$ cat config.mk
export PLATFORM = sky130hd
export DESIGN_NAME = dpss_front
export DESIGN_NICKNAME = d
export VERILOG_FILES = /design/src/hdl/dpss_pkg.sv /design/src/hdl/dpss_front.sv
export SDC_FILE = /design/constraint.sdc
export NUM_CORES = 1
export LEC_CHECK = 0
export ABC_AREA = 1
export BUFFER_PORTS_ARGS = -buffer_cell sky130_fd_sc_hd__buf_2
export CAP_MARGIN = 20
export CORE_UTILIZATION = 56
export CTS_BUF_LIST = sky130_fd_sc_hd__clkbuf_4 sky130_fd_sc_hd__clkbuf_8
export DETAILED_ROUTE_END_ITERATION = 7
export PLACE_DENSITY_LB_ADDON = 0.08
export REMOVE_ABC_BUFFERS = 1
export SYNTH_ARGS = -nofsm -noshare
export SYNTH_HDL_FRONTEND = slang
export SYNTH_SLANG_ARGS = --single-unit
$ cat constraint.sdc
create_clock -name clock -period 5.5 [get_ports clock]
set_clock_uncertainty 0.15 [all_clocks]
set_input_delay 0.55 -clock clock [delete_from_list [all_inputs] [get_ports clock]]
set_output_delay 0.55 -clock clock [all_outputs]
set_load 0.02 [all_outputs]
$ cat src/hdl/dpss_pkg.sv
// Package for the dominance successor search block.
// Holds the table size, item structs, status codes and front-to-back queue entry type.
`timescale 1ns / 1ps
package dpss_pkg;
   localparam int MAX_POINTS = 1024;
   localparam int REF_BITS   = $clog2(MAX_POINTS + 1);
   localparam int COORD_W    = 31;

   typedef enum logic [1:0] {
      STATUS_OK      = 2'd0,
      STATUS_BAD_REF = 2'd1,
      STATUS_FULL    = 2'd2
   } status_type;

   typedef enum logic {
      OP_INSERT = 1'b0,
      OP_QUERY  = 1'b1
   } op_type;

   typedef struct packed {
      logic                 operation;
      logic [COORD_W-1:0]   coord_x;
      logic [COORD_W-1:0]   coord_y;
      logic [REF_BITS-1:0]  query_ref;
   } req_type;

   typedef struct packed {
      logic                 found;
      logic [REF_BITS-1:0]  answer_ref;
      logic [1:0]           status;
   } rsp_type;

   // Classified job handed from front to back.
   typedef enum logic [1:0] {
      JOB_INSERT = 2'd0,
      JOB_QUERY  = 2'd1,
      JOB_REPLY  = 2'd2
   } job_kind_type;

   typedef struct packed {
      job_kind_type         kind;
      logic [COORD_W-1:0]   coord_x;
      logic [COORD_W-1:0]   coord_y;
      logic [REF_BITS-1:0]  ref_num;
      logic [1:0]           status;
   } job_type;

   typedef enum logic [1:0] {
      BK_IDLE  = 2'd0,
      BK_FETCH = 2'd1,
      BK_SCAN  = 2'd2
   } back_state_type;
endpackage

$ cat src/hdl/dpss_front.sv
// Front end: accepts items, checks references and capacity, queues jobs.
// Depends on dpss_pkg.
`timescale 1ns / 1ps
module dpss_front (
   input  logic              clock,
   input  logic              reset,
   input  logic              start,
   input  dpss_pkg::req_type req,
   output logic              busy,
   output logic              job_valid,
   output dpss_pkg::job_type job,
   input  logic              job_take
);
   import dpss_pkg::*;
   localparam int CNT_W = $clog2(MAX_POINTS + 1);

   logic [CNT_W-1:0] count_ff, count_in;
   logic [1:0]       fill_ff, fill_in;
   job_type          q_ff [2];
   logic             rd_ff, rd_in, wr_ff, wr_in;
   job_type          new_job;
   logic             push;
   logic [REF_BITS:0] ref_ext;

   assign busy      = (fill_ff == 2'd2);
   assign push      = start && !busy;
   assign job_valid = (fill_ff != 2'd0);
   assign job       = q_ff[rd_ff];
   assign ref_ext   = {1'b0, req.query_ref};

   // Classify the incoming item.
   always_comb begin
      new_job.coord_x = req.coord_x;
      new_job.coord_y = req.coord_y;
      new_job.ref_num = count_ff[REF_BITS-1:0];
      new_job.status  = STATUS_OK;
      new_job.kind    = JOB_INSERT;
      count_in        = count_ff;
      if (req.operation == OP_INSERT) begin
         if (count_ff >= CNT_W'(MAX_POINTS)) begin
            new_job.kind   = JOB_REPLY;
            new_job.status = STATUS_FULL;
         end else if (push) begin
            count_in = count_ff + CNT_W'(1);
         end
      end else begin
         new_job.ref_num = req.query_ref;
         if (req.query_ref == '0 || (CNT_W + 1)'(ref_ext) > (CNT_W + 1)'(count_ff)) begin
            new_job.kind   = JOB_REPLY;
            new_job.status = STATUS_BAD_REF;
         end else begin
            new_job.kind = JOB_QUERY;
         end
      end
   end

   // Advance queue pointers and fill level.
   always_comb begin
      wr_in   = push ? !wr_ff : wr_ff;
      rd_in   = (job_take && job_valid) ? !rd_ff : rd_ff;
      fill_in = fill_ff + 2'(push) - 2'(job_take && job_valid);
   end

   always_ff @(posedge clock) begin
      if (reset) begin
         count_ff <= '0;
         fill_ff  <= '0;
         rd_ff    <= 1'b0;
         wr_ff    <= 1'b0;
      end else begin
         count_ff <= count_in;
         fill_ff  <= fill_in;
         rd_ff    <= rd_in;
         wr_ff    <= wr_in;
      end
   end

   always_ff @(posedge clock) begin
      if (push) q_ff[wr_ff] <= new_job;
   end
endmodule

# Word level (Yosys, flattened, before mapping)
# Memory sizes are Yosys's and may differ from the RTL's. A register that Yosys moved wholly into a read port is not among the register bits.
# Index checks and enable logic that the tools add are counted.
# op_classes
n_addsub	3
reduce_logical	9
n_mux	10
order_cmp	2
n_eq_ne	1
n_bitwise	2
# op_table
op	n
$add A11 B1 Y11 const B	1
$ge A11 B11 Y1 const B	1
$gt A11 B11 Y1	1
$logic_not A11 Y1	1
$mux W11	1
$mux W2	4
$mux W1	5
$logic_not A1 Y1	3
$reduce_and A3 Y1	1
$add A2 B1 Y2	1
$eq A2 B2 Y1 const B	1
$logic_and A1 B1 Y1	2
$not A1 Y1	2
$reduce_bool A2 Y1	1
$sub A2 B1 Y2	1
$logic_or A1 B1 Y1	1
# word_totals
regBits	15
out_inout_bits	79
word_cells	32
in_bits	78
mem_bits_rw	154
memories	1
# memory_table
name	depth	word_bits	rd	rd_ports_with_merged_regs	wr	line_no	text
q_ff	2	77	1	1	1	dpss_front.sv:19	job_type q_ff [2];

# Logic depth before layout (Yosys ltp)
# Gate-level depths: netlist (run 1).
# depth
word_depth	5
ltp_mapped	12
ltp_nobuf	12

# Least setup slack after synthesis (run 1)
# OpenSTA, ideal clock, no wires.
# synth_path
path_kind	in2reg
startpoint	in start
endpoint	mem q_ff[1][0] (netlist name), enable pin
setup_ps	515
setup_slack_ps	899
path_stages	2
n_path_buf	0
arrival_time_ps	3937
required_time_ps	4835
path_cell_list	o21ai_0 > nor2_1
# synth_between
elab_chain_cells	3
# synth_rtl
element	line_no	text
start: declaration	dpss_front.sv:7	input logic start,
$logic_and A1 B1 Y1	dpss_front.sv:26	assign push = start && !busy;
$mux W1	dpss_front.sv:79	if (push) q_ff[wr_ff] <= new_job;
$mux W1 (implied by the code)	dpss_front.sv:79	
end: declaration	dpss_front.sv:19	
# No other way between the ends.

==> metrics.yaml, run 1 <==
yosys:
  yosys-top-cells-area: "edfxtp_1 66%, mux2_2 7.6%, mux2_4 6.4%"
  ys.flop_type: "edfxtp_1"
  avgSynthCellArea_um2: 15.77
  synth_area_um2: 6984
  syn_inst: 443
  synth_commonest_cells: "154 x edfxtp_1, 61 x nand2_1, 47 x mux2_2, 30 x mux2_4, 28 x inv_1"
  synth_top_area_share_pct: 66.21
  ys_types: 28
  synthArstFlopShare_pct: 0
  synth.most_common_cell: "edfxtp_1"
  seq_area_frac_synth_pct: 70.80
  synth-seq-cells: 170
  synth_enable_flop_cells: 154
  ys.warnings.count: 0
  yosysTopAreaCell: "edfxtp_1"
floorplanning:
  die_y_um: 113.7
  start_util_pct: 57.90
  die_area_um2: 12920
  num_rows: 40
  ios: 157
  core_um2: 12060
  die_x_um: 113.7
place:
  place.gp.congestion: 0.8952
  io_buffers: 156
  placed_cells: 757
  dp_hpwl_mm: 8.340
  pre_cts_ws_ns: 2.608
  place_area_um2: 7920
clock_network:
  cts_resized: 0
  cts_root_buf: "clkbuf_8"
  htree_num_levels: 4
  cts_tree: "built"
  cts_num_sinks: 170
  cts_inserted_buffers: 17
  post_cts_buffers: 0
  holdBufCountCts: 0
  clk_latency_ns: 0.45
  path_clk_slew_ns: 0.09
  clockBufferDepth: 2
worst_setup_path:
  worstPathCellList: "buf_4, mux2_2, buf_2"
  crit_path_max_fanout: 45
  required_ns: 4.80
  worstPathArrival_ns: 2.42
  start_kind: "flip-flop"
  path_delay_family: "flip-flops"
  slowest_stage: "dfxtp_4"
  end_kind: "primary output"
  path_class: "reg2out"
  slowest_delay_ns: 0.82
  worst_r2r_startpoint: "fill_ff[0]$_SDFF_PP0_"
  crit_buf_inv: 2
route:
  wl_met3_um: 715
  route.met2.wl_mm: 6.056
  route.detailed.drc: 0
  wire_per_inst_um: 15.41
  dr.pass1.iters: 5
  drt-total-wl_mm: 12.16
  viasPerCell: 5.125
  drt-met1-wl_mm: 5.077
  routed.top_layer: "met4"
  vias: 4044
  drt-initial-drc-count: 297
  ant_nets: 0
power:
  p_switching_mw: 1.066
  comb_power_share_pct: 27.5
  power_density_nw_per_um2: 417.5
  total_power_mw: 3.453
  clockPowerShare_pct: 22.6
  p_int_mw: 2.387
  seqPwrFrac_pct: 49.9
  leakagePower_nw: 3.265
  irDropWorstVdd_mv: 0.2813
  switching_share_pct: 30.88
cells_and_area:
  final_layout_size_suffix_gt1_share_pct: 45.89
  fin_util_pct: 68.58
  antennaDiodeCount: 0
  final_area_um2: 8272
  area_growth_pct: 18.43
  nNetsFinal: 700
  final_cell_count_no_fill: 789
timing:
  worst_slack_ns: 2.376
  fin_crit_ns: 3.124
  hold_ws_ns: 0.1350
  fmax_mhz: 320.1
  setup-tns-final_ns: 0
  slew_viol_final: 0
  setup_viol: 0
  hold_viol_final: 0
  timing.final.crit_share_pct: 56.80
  worstMarginPinSlew_ns: 0.9494
  rsz0062_at_grt: "no"
  slew_headroom_pct: 36.71
global_routing:
  grt_use_total_pct: 19.73
  grt_pass1_wl_mm: 18.71
  antenna_found_initial: 0
  grt_max_degree: 72
  gr-total-overflow: 0
  grt_pass1_vias: 3932
run:
  cap_viol_max_count: 0
worst_hold_path:
  min_from: "req[64]"
  hp-class: "in2reg"
outcome:
  status: "complete, no violations"
kinds of logic (layout without fill, tap and decap cells):
kind of cell	count (synthesis)	count (layout)	synth area share, %
compound gates	33	33	2.365
flops	170	170	70.80
xor+xnor	3	3	0.3763
simple gates	100	100	6.772
mux	77	77	14.03
fa+ha+maj	14	14	2.508
buf+inv	46	224	3.153
registers in the layout, summed over array words and instances (netlist names), named ones only:
register,count
wr_ff,1
rd_ff,1
q_ff,154
fill_ff,2
count_ff,11
cell usage in the layout (no fill, tap or decap), drive strengths merged, types with 15 or more instances in the layout:
cell	netlist	layout
inv	33	34
a21oi	15	15
buf	11	159
clkbuf	2	19
dfxtp	16	16
edfxtp	154	154
nor2	18	18
nand2	63	63
mux2	77	77
o21ai	18	18
power by group through the flow:
| stage | combinational [mW] | sequential, mW | clock [mW] |
|---|---|---|---|
| after floorplan | 0.669 | 1.77 | 0 |
| after global placement | 0.954 | 1.75 | 0 |
| after detailed placement | 0.962 | 1.76 | 0 |
| after CTS | 0.965 | 1.73 | 0.802 |
| after global routing | 1.01 | 1.75 | 0.853 |
| final | 0.950 | 1.72 | 0.780 |
final timing paths:
check / endpoint / slack, ns / depth (start not counted)
max: job[3] / 2.38 / 3
max reg2reg: q_ff[0][74]$_DFFE_PP_ / 2.84 / 3
min reg2reg: flip-flop / 0.31 / 1
min: q_ff[1][66]$_DFFE_PP_ / 0.13 / 1
per-layer routing:
layer  global-route usage (%)  vias to the layer above
met4                    9.474                        0
met3                    5.845                       25
met2                    32.80                      129
met5                        0                        -
met1                    23.68                     1951
li1                         -                     1939
final cells by class:
| type | instances | area, um2 |
|---|---|---|
| Timing Repair Buffer | 159 | 803.3 |
| Clock inverter | 13 | 102.6 |
| Sequential cell | 170 | 4949 |
| Fill cell | 859 | 3790 |
| Clock buffer | 19 | 249.0 |
| Inverter | 33 | 123.9 |
| Multi-Input combinational cell | 227 | 1834 |
| Tap cell | 168 | 210.2 |
Note: power is estimated with default switching activity, not from simulation.
==> run 2: changes to the inputs <==
==> constraint.sdc (replaced) <==
create_clock -name clock -period 3 [get_ports clock]
set_clock_uncertainty 0.15 [all_clocks]
set_input_delay 0.3 -clock clock [delete_from_list [all_inputs] [get_ports clock]]
set_output_delay 0.3 -clock clock [all_outputs]
set_load 0.02 [all_outputs]
==> run 2 against run 1 <==
Compared with the run above:
- via count increased by 5.6%
- worst setup slack got worse by 1.9 ns
- critical endpoint is now job[14]
- power increased by 96%
- register-to-register slack got worse by 2.1 ns
- combinational power increased by 97%
- clock-buffer cell count increased by 4
==> metrics.yaml, run 2 (synthesized netlist as in run 1, its figures left out) <==
global_routing:
  antenna_found_initial: 0  # unchanged
  grt_pass1_vias: 4330  # was 3932
  grt_max_degree: 79  # was 72
  grt_use_total_pct: 22.14  # was 19.73%
  grt_pass1_wl_mm: 21.13  # was 18.71 mm
  gr-total-overflow: 0  # unchanged
route:
  drt-initial-drc-count: 279  # was 297
  drt-total-wl_mm: 13.51  # was 12.16 mm
  viasPerCell: 4.996  # was 5.125
  route.detailed.drc: 0  # unchanged
  ant_nets: 0  # unchanged
  vias: 4272  # was 4044
  wire_per_inst_um: 15.80  # was 15.41 um
  dr.pass1.iters: 4  # was 5
outcome:
  status: "complete, no violations"  # unchanged
worst_setup_path:
  worstPathCellList: "buf_4, mux2_2, buf_2"  # unchanged
  worstPathArrival_ns: 2.06  # was 2.42 ns
  end_kind: "primary output"  # unchanged
  start_kind: "flip-flop"  # unchanged
  path_class: "reg2out"  # unchanged
  slowest_stage: "dfxtp_4"  # unchanged
  required_ns: 2.55  # was 4.80 ns
  crit_path_max_fanout: 37  # was 45
  slowest_delay_ns: 0.74  # was 0.82 ns
power:
  leakagePower_nw: 3.599  # was 3.265 nW
  p_int_mw: 4.777  # was 2.387 mW
  total_power_mw: 6.754  # was 3.453 mW
  power_density_nw_per_um2: 747.5  # was 417.5 nW/um2
  irDropWorstVdd_mv: 0.4795  # was 0.2813 mV
  comb_power_share_pct: 27.7  # was 27.5%
  clockPowerShare_pct: 25.7  # was 22.6%
  p_switching_mw: 1.977  # was 1.066 mW
  switching_share_pct: 29.27  # was 30.88%
  seqPwrFrac_pct: 46.6  # was 49.9%
timing:
  rsz0062_at_grt: "no"  # unchanged
  setup_viol: 0  # unchanged
  slew_viol_final: 0  # unchanged
  setup-tns-final_ns: 0  # unchanged
  fin_crit_ns: 2.506
  hold_viol_final: 0  # unchanged
  worstMarginPinSlew_ns: 0.7552  # was 0.9494 ns
  fmax_mhz: 399.1
  hold_ws_ns: 0.06443  # was 0.1350 ns
  timing.final.crit_share_pct: 83.52
  slew_headroom_pct: 49.12  # was 36.71%
floorplanning:
  core_um2: 12060  # unchanged
  die_area_um2: 12920  # unchanged
  ios: 157  # unchanged
  die_y_um: 113.7  # unchanged
  num_rows: 40  # unchanged
  die_x_um: 113.7  # unchanged
  start_util_pct: 57.90  # unchanged
clock_network:
  cts_tree: "built"  # unchanged
  path_clk_slew_ns: 0.08  # was 0.09 ns
  cts_num_sinks: 170  # unchanged
  cts_inserted_buffers: 17  # unchanged
  htree_num_levels: 4  # unchanged
  clockBufferDepth: 2  # unchanged
  cts_root_buf: "clkbuf_8"  # unchanged
  clk_latency_ns: 0.43  # was 0.45 ns
  post_cts_buffers: 0  # unchanged
cells_and_area:
  area_growth_pct: 29.38  # was 18.43%
  largestRegisters: "q_ff x154, count_ff x11, fill_ff x2"  # unchanged
  final_area_um2: 9036  # was 8272 um2
  layout_commonest_cell: "buf_2"  # unchanged
  largest_reg_flops: 154  # unchanged
  final_layout_size_suffix_gt1_share_pct: 41.92  # was 45.89%
  antennaDiodeCount: 0  # unchanged
  final_cell_mix: "156 x buf_2, 154 x edfxtp_1, 63 x dlygate4sd3_1"  # was 156 x buf_2, 154 x edfxtp_1, 61 x nand2_1
  final_cell_count_no_fill: 855  # was 789
  top_register: "q_ff"  # unchanged
  nNetsFinal: 766  # was 700
run:
  cap_viol_max_count: 0  # unchanged
place:
  place_area_um2: 7968  # was 7920 um2
  place.gp.congestion: 0.8081  # was 0.8952
  dp_hpwl_mm: 8.426  # was 8.340 mm
  placed_cells: 760  # was 757
  io_buffers: 156  # unchanged
worst_hold_path:
  hp-class: "in2reg"  # unchanged
-- run 2: cell count changes in the layout (fill, tap and decap cells not counted), sizes merged --
cell         previous run  this run
dlygate4sd3             0        63
bufinv                  1         4
clkinvlp                4         1
clkbuf                 19        23
clkinv                  7         4
buf                   159       162
inv                    34        33
-- run 2: path summary, 6_finish.rpt --
path	start	to	slack [ns]	cells after the start
worst max register to register	fill_ff[1]$_SDFF_PP0_	fill_ff[1]$_SDFF_PP0_	0.78	8
worst max-delay path	flip-flop	job[14]	0.49	3
worst min register to register	rd_ff$_SDFFE_PP0P_	flip-flop	0.31	1
worst min-delay path	job_take	flip-flop	0.06	4
-- run 2: area by class of cell --
| cell class | count | area (um2) |
|---|---|---|
| Inverter | 33 | 123.9 |
| Fill cell | 762 | 3025 |
| Timing Repair Buffer | 225 | 1481 |
| Multi-Input combinational cell | 227 | 1834 |
| Clock buffer | 23 | 291.5 |
| Clock inverter | 9 | 146.4 |
| Tap cell | 168 | 210.2 |
| Sequential cell | 170 | 4949 |
-- run 2: what timing repair did --
item | 4_1_cts | 5_1_grt
endpoints found under the hold margin | 130 | 0
hold buffers | 63 | 0
resized for setup | 0 | 0
-- run 2: through the flow --
stage / setup slack [ns] / util [%]
after global placement: 0.8972 / 66.06
after detailed placement: 0.7994 / 66.06
after CTS: 0.3972 / 74.92
final: 0.4943 / 74.92
after floorplan: -1.473 / -
after global routing: 0.3397 / 74.92
-- run 2: layer usage --
metal	wire (um)	up-vias	global-route usage [%]
met4	223	0	8.070
met3	642	18	6.748
met2	7045	121	38.05
met1	5598	2062	26.37
met5	0	-	0
li1	-	2071	-
-- run 2: power by group through the flow --
stage | sequential, mW | combinational (mW) | clock [mW]
2_1_floorplan | 3.24 | 1.23 | 0
3_3_place_gp | 3.18 | 1.80 | 0
3_5_place_dp | 3.21 | 1.82 | 0
4_1_cts | 3.16 | 1.89 | 1.78
5_1_grt | 3.19 | 2.00 | 1.88
6_report | 3.15 | 1.87 | 1.73
-- run 2: critical path, delay by kind of cell, from the launching register on --
| kind | cells | cell delay (ns) |
|---|---|---|
| mux | 1 | 0.36 |
| flops | 1 | 0.74 |
| buf+inv | 2 | 0.50 |
==> run 3: changes to the inputs <==
--- a/config.mk
+++ b/config.mk
@@ -5,10 +5,10 @@
 export SDC_FILE = /design/constraint.sdc
 export NUM_CORES = 1
 export LEC_CHECK = 0
-export ABC_AREA = 1
+export ABC_AREA = 0
 export BUFFER_PORTS_ARGS = -buffer_cell sky130_fd_sc_hd__buf_2
 export CAP_MARGIN = 20
-export CORE_UTILIZATION = 56
+export CORE_UTILIZATION = 50
 export CTS_BUF_LIST = sky130_fd_sc_hd__clkbuf_4 sky130_fd_sc_hd__clkbuf_8
 export DETAILED_ROUTE_END_ITERATION = 7
 export PLACE_DENSITY_LB_ADDON = 0.08
==> constraint.sdc (replaced) <==
create_clock -name clock -period 2.1 [get_ports clock]
set_clock_uncertainty 0.15 [all_clocks]
set_input_delay 0.21 -clock clock [delete_from_list [all_inputs] [get_ports clock]]
set_output_delay 0.21 -clock clock [all_outputs]
set_load 0.02 [all_outputs]
==> run 3 against run 2 <==
Compared with the run above:
- clock-buffer cell count decreased by 6
- utilization decreased by 6.8 points
- wire length decreased by 4.8%
- final area decreased by 0.64%
- sequential share of layout area increased by 0.42 points
- synthesized area decreased by 3.6%
- critical path depth increased by 5
- non-clock buffer count increased by 17
- power increased by 36%
- hold slack got worse by 0.032 ns
- sequential power increased by 38%
- highest routed layer unchanged
==> metrics.yaml, run 3 <==
clock_network:
  path_clk_slew_ns: 0.09  # was 0.08 ns
  clockBufferDepth: 2  # unchanged
  cts_tree: "built"  # unchanged
  cts_num_sinks: 170  # unchanged
  clk_latency_ns: 0.45  # was 0.43 ns
  htree_num_levels: 4  # unchanged
  cts_inserted_buffers: 17  # unchanged
  cts_root_buf: "clkbuf_8"  # unchanged
yosys:
  synth_top_area_share_pct: 68.69  # was 66.21%
  synth-seq-cells: 170  # unchanged
  synth_compound_area_share_pct: 2.249  # was 2.365%
  synth.mux.area_fraction_pct: 13.19  # was 14.03%
  yosys-top-cells-area: "edfxtp_1 69%, mux2_2 13%, dfxtp_1 4.8%"  # was edfxtp_1 66%, mux2_2 7.6%, mux2_4 6.4%
  syn_inst: 388  # was 443
  seq_area_frac_synth_pct: 73.44  # was 70.80%
  ys_types: 37  # was 28
  synthArstFlopShare_pct: 0  # unchanged
  synth_fa_ha_area_share_pct: 2.602  # was 2.508%
  ys.flop_type: "edfxtp_1"  # unchanged
  synth_xor_xnor_area_share_pct: 1.431  # was 0.3762%
  synth_commonest_cells: "154 x edfxtp_1, 78 x mux2_2, 18 x nand2_1, 17 x nor2_1, 16 x dfxtp_1"  # was 154 x edfxtp_1, 61 x nand2_1, 47 x mux2_2, 30 x mux2_4, 28 x inv_1
  synth_top_family_by_area: "multiplexers"  # unchanged
  avgSynthCellArea_um2: 17.35  # was 15.77 um2
  ys.warnings.count: 0  # unchanged
  synth_enable_flop_cells: 154  # unchanged
  synth.most_common_cell: "edfxtp_1"  # unchanged
  synth_area_um2: 6733  # was 6984 um2
  synthSimpleGateAreaFrac_pct: 5.371  # was 6.772%
  yosysTopAreaCell: "edfxtp_1"  # unchanged
timing:
  fmax_mhz: 496.0
  worst_slack_ns: 0.08372  # was 0.4943 ns
  rsz0062_at_grt: "no"  # unchanged
  setup_viol: 0  # unchanged
  worstMarginPinSlew_ns: 0.4618  # was 0.7552 ns
  timing.final.crit_share_pct: 96.01
  slew_viol_final: 0  # unchanged
  hold_ws_ns: 0.03277  # was 0.06443 ns
  hold_viol_final: 0  # unchanged
  slew_headroom_pct: 68.93  # was 49.12%
  setup-tns-final_ns: 0  # unchanged
  fin_crit_ns: 2.016
route:
  wire_per_inst_um: 15.59  # was 15.80 um
  drt-total-wl_mm: 12.86  # was 13.51 mm
  dr.pass1.iters: 4  # unchanged
  vias: 4115  # was 4272
  ant_nets: 0  # unchanged
  route.detailed.drc: 0  # unchanged
  viasPerCell: 4.988  # was 4.996
  drt-initial-drc-count: 243  # was 279
worst_setup_path:
  crit_path_max_fanout: 3  # was 37
  start_kind: "input pin"  # was flip-flop
  slowest_stage: "dlygate4sd3_1"  # was dfxtp_4
  slowest_delay_ns: 0.53  # was 0.74 ns
  required_ns: 2.12  # was 2.55 ns
  crit_top_cell: "o211ai_1"
  end_kind: "flip-flop"  # was primary output
  worstPathCellList: "dlygate4sd3_1, buf_2, ha_1, nand3_2, nor3_2, a221o_1, o211ai_1, o211ai_1"  # was buf_4, mux2_2, buf_2
  worstPathArrival_ns: 2.04  # was 2.06 ns
  path_class: "in2reg"  # was reg2out
place:
  io_buffers: 156  # unchanged
  placed_cells: 720  # was 760
  pre_cts_ws_ns: 0.04119  # was 0.7994 ns
  place.gp.congestion: 0.8559  # was 0.8081
  dp_hpwl_mm: 8.179  # was 8.426 mm
cells_and_area:
  final_cell_mix: "156 x buf_2, 154 x edfxtp_1, 78 x mux2_2"  # was 156 x buf_2, 154 x edfxtp_1, 63 x dlygate4sd3_1
  top_register: "q_ff"  # unchanged
  nNetsFinal: 728  # was 766
  layout_commonest_cell: "buf_2"  # unchanged
  largest_reg_flops: 154  # unchanged
  largestRegisters: "q_ff x154, count_ff x11, fill_ff x2"  # unchanged
  n_fill_cell: 975  # was 762
  antennaDiodeCount: 0  # unchanged
  final_cell_count_no_fill: 825  # was 855
  final_layout_size_suffix_gt1_share_pct: 46.07  # was 41.92%
  area_growth_pct: 33.36  # was 29.38%
power:
  power_density_nw_per_um2: 1026  # was 747.5 nW/um2
  leakagePower_nw: 3.382  # was 3.599 nW
  total_power_mw: 9.210  # was 6.754 mW
  irDropWorstVdd_mv: 0.7613  # was 0.4795 mV
floorplanning:
  start_util_pct: 51.04  # was 57.90%
  num_rows: 42  # was 40
  die_y_um: 118.0  # was 113.7 um
  die_x_um: 118.0  # was 113.7 um
  core_um2: 13190  # was 12060 um2
  die_area_um2: 13930  # was 12920 um2
  ios: 157  # unchanged
global_routing:
  grt_max_degree: 56  # was 79
  gr-total-overflow: 0  # unchanged
  grt_pass1_wl_mm: 20.49  # was 21.13 mm
  grt_use_total_pct: 19.52  # was 22.14%
  grt_pass1_vias: 4165  # was 4330
  antenna_found_initial: 0  # unchanged
worst_hold_path:
  hp-class: "in2reg"  # unchanged
outcome:
  status: "complete, no violations"  # unchanged
run:
  cap_viol_max_count: 0  # unchanged
## run 3: changes by cell type in the layout (fill, tap and decap cells not counted), sizes merged, moves of 3 or more
cell	delta
inv	-14
nor3	-5
o21ai	-5
clkbuf	-6
xnor2	+8
bufinv	-3
buf	+8
dlygate4sd3	+9
nor4	+4
nand2	-45
a21oi	-11
## run 3: cells by family (layout without fill, tap and decap cells)
| kind of cell | after synthesis | count (layout) |
|---|---|---|
| AO/OA/AOI/OAI | 25 | 25 |
| XOR/XNOR | 11 | 11 |
| adder cells (fa/ha/maj) | 14 | 14 |
| buffers and inverters | 26 | 287 |
| flip-flops | 170 | 170 |
| multiplexers | 79 | 79 |
| AND/OR/NAND/NOR | 63 | 63 |
## run 3: repair_timing
action | in CTS | in global routing
endpoints found under the setup margin | 4 | 6
setup buffers | 0 | 1
gates cloned | 0 | 0
hold buffers | 72 | 0
pin swaps | 0 | 2
resized for setup | 1 | 9
endpoints found under the hold margin | 152 | 0
## run 3: metrics by stage
stage,util (%),area (um2)
after detailed placement,59.37,7831
after floorplan,-,6666
after global placement,59.37,7831
after global routing,68.07,8979
final,68.07,8979
after CTS,67.70,8930
## run 3: layout make-up
class,count,area [um2],area share (%)
flip-flops and latches,170,4955,55.18
inverters,13,48.80,0.5435
well taps,176,220.2,2.453
multi-input cells,192,1720,19.16
clock inverters,15,140.1,1.561
clock buffers,17,234.0,2.606
repair buffers,242,1660,18.49
## run 3: path summary, 6_finish.rpt
path | from | to | slack (ns) | cells after the start
worst max register to register | count_ff[9]$_SDFFE_PP0P_ | q_ff[1][76]$_DFFE_PP_ | 0.11 | 6
worst min register to register | count_ff[4]$_SDFFE_PP0P_ | count_ff[4]$_SDFFE_PP0P_ | 0.35 | 2
worst min-delay path | req[1] | q_ff[0][3]$_DFFE_PP_ | 0.03 | 3
worst max-delay path | req[10] | q_ff[1][76]$_DFFE_PP_ | 0.08 | 8
## run 3: worst max-delay path, delay by kind of cell
family	cells	cell delay (ns)
adder cells (fa/ha/maj)	1	0.32
AO/OA/AOI/OAI	3	0.68
AND/OR/NAND/NOR	2	0.16
buffers and inverters	2	0.68
## run 3: where the power goes
part           total [mW]  switching, mW  internal [mW]  leakage (nW)
Combinational        2.70           1.57           1.12          1.62
Clock                2.16           1.20          0.959         0.187
Sequential           4.35          0.113           4.24          1.58
Total                9.21           2.89           6.32          3.38
## run 3: metal layers
metal	up-vias	track usage, %	share of wire, %
li1	1970	-	-
met4	0	7.772	1.3
met1	2016	23.76	43
met2	117	33.16	51
met5	-	0	0
met3	12	5.039	4.9
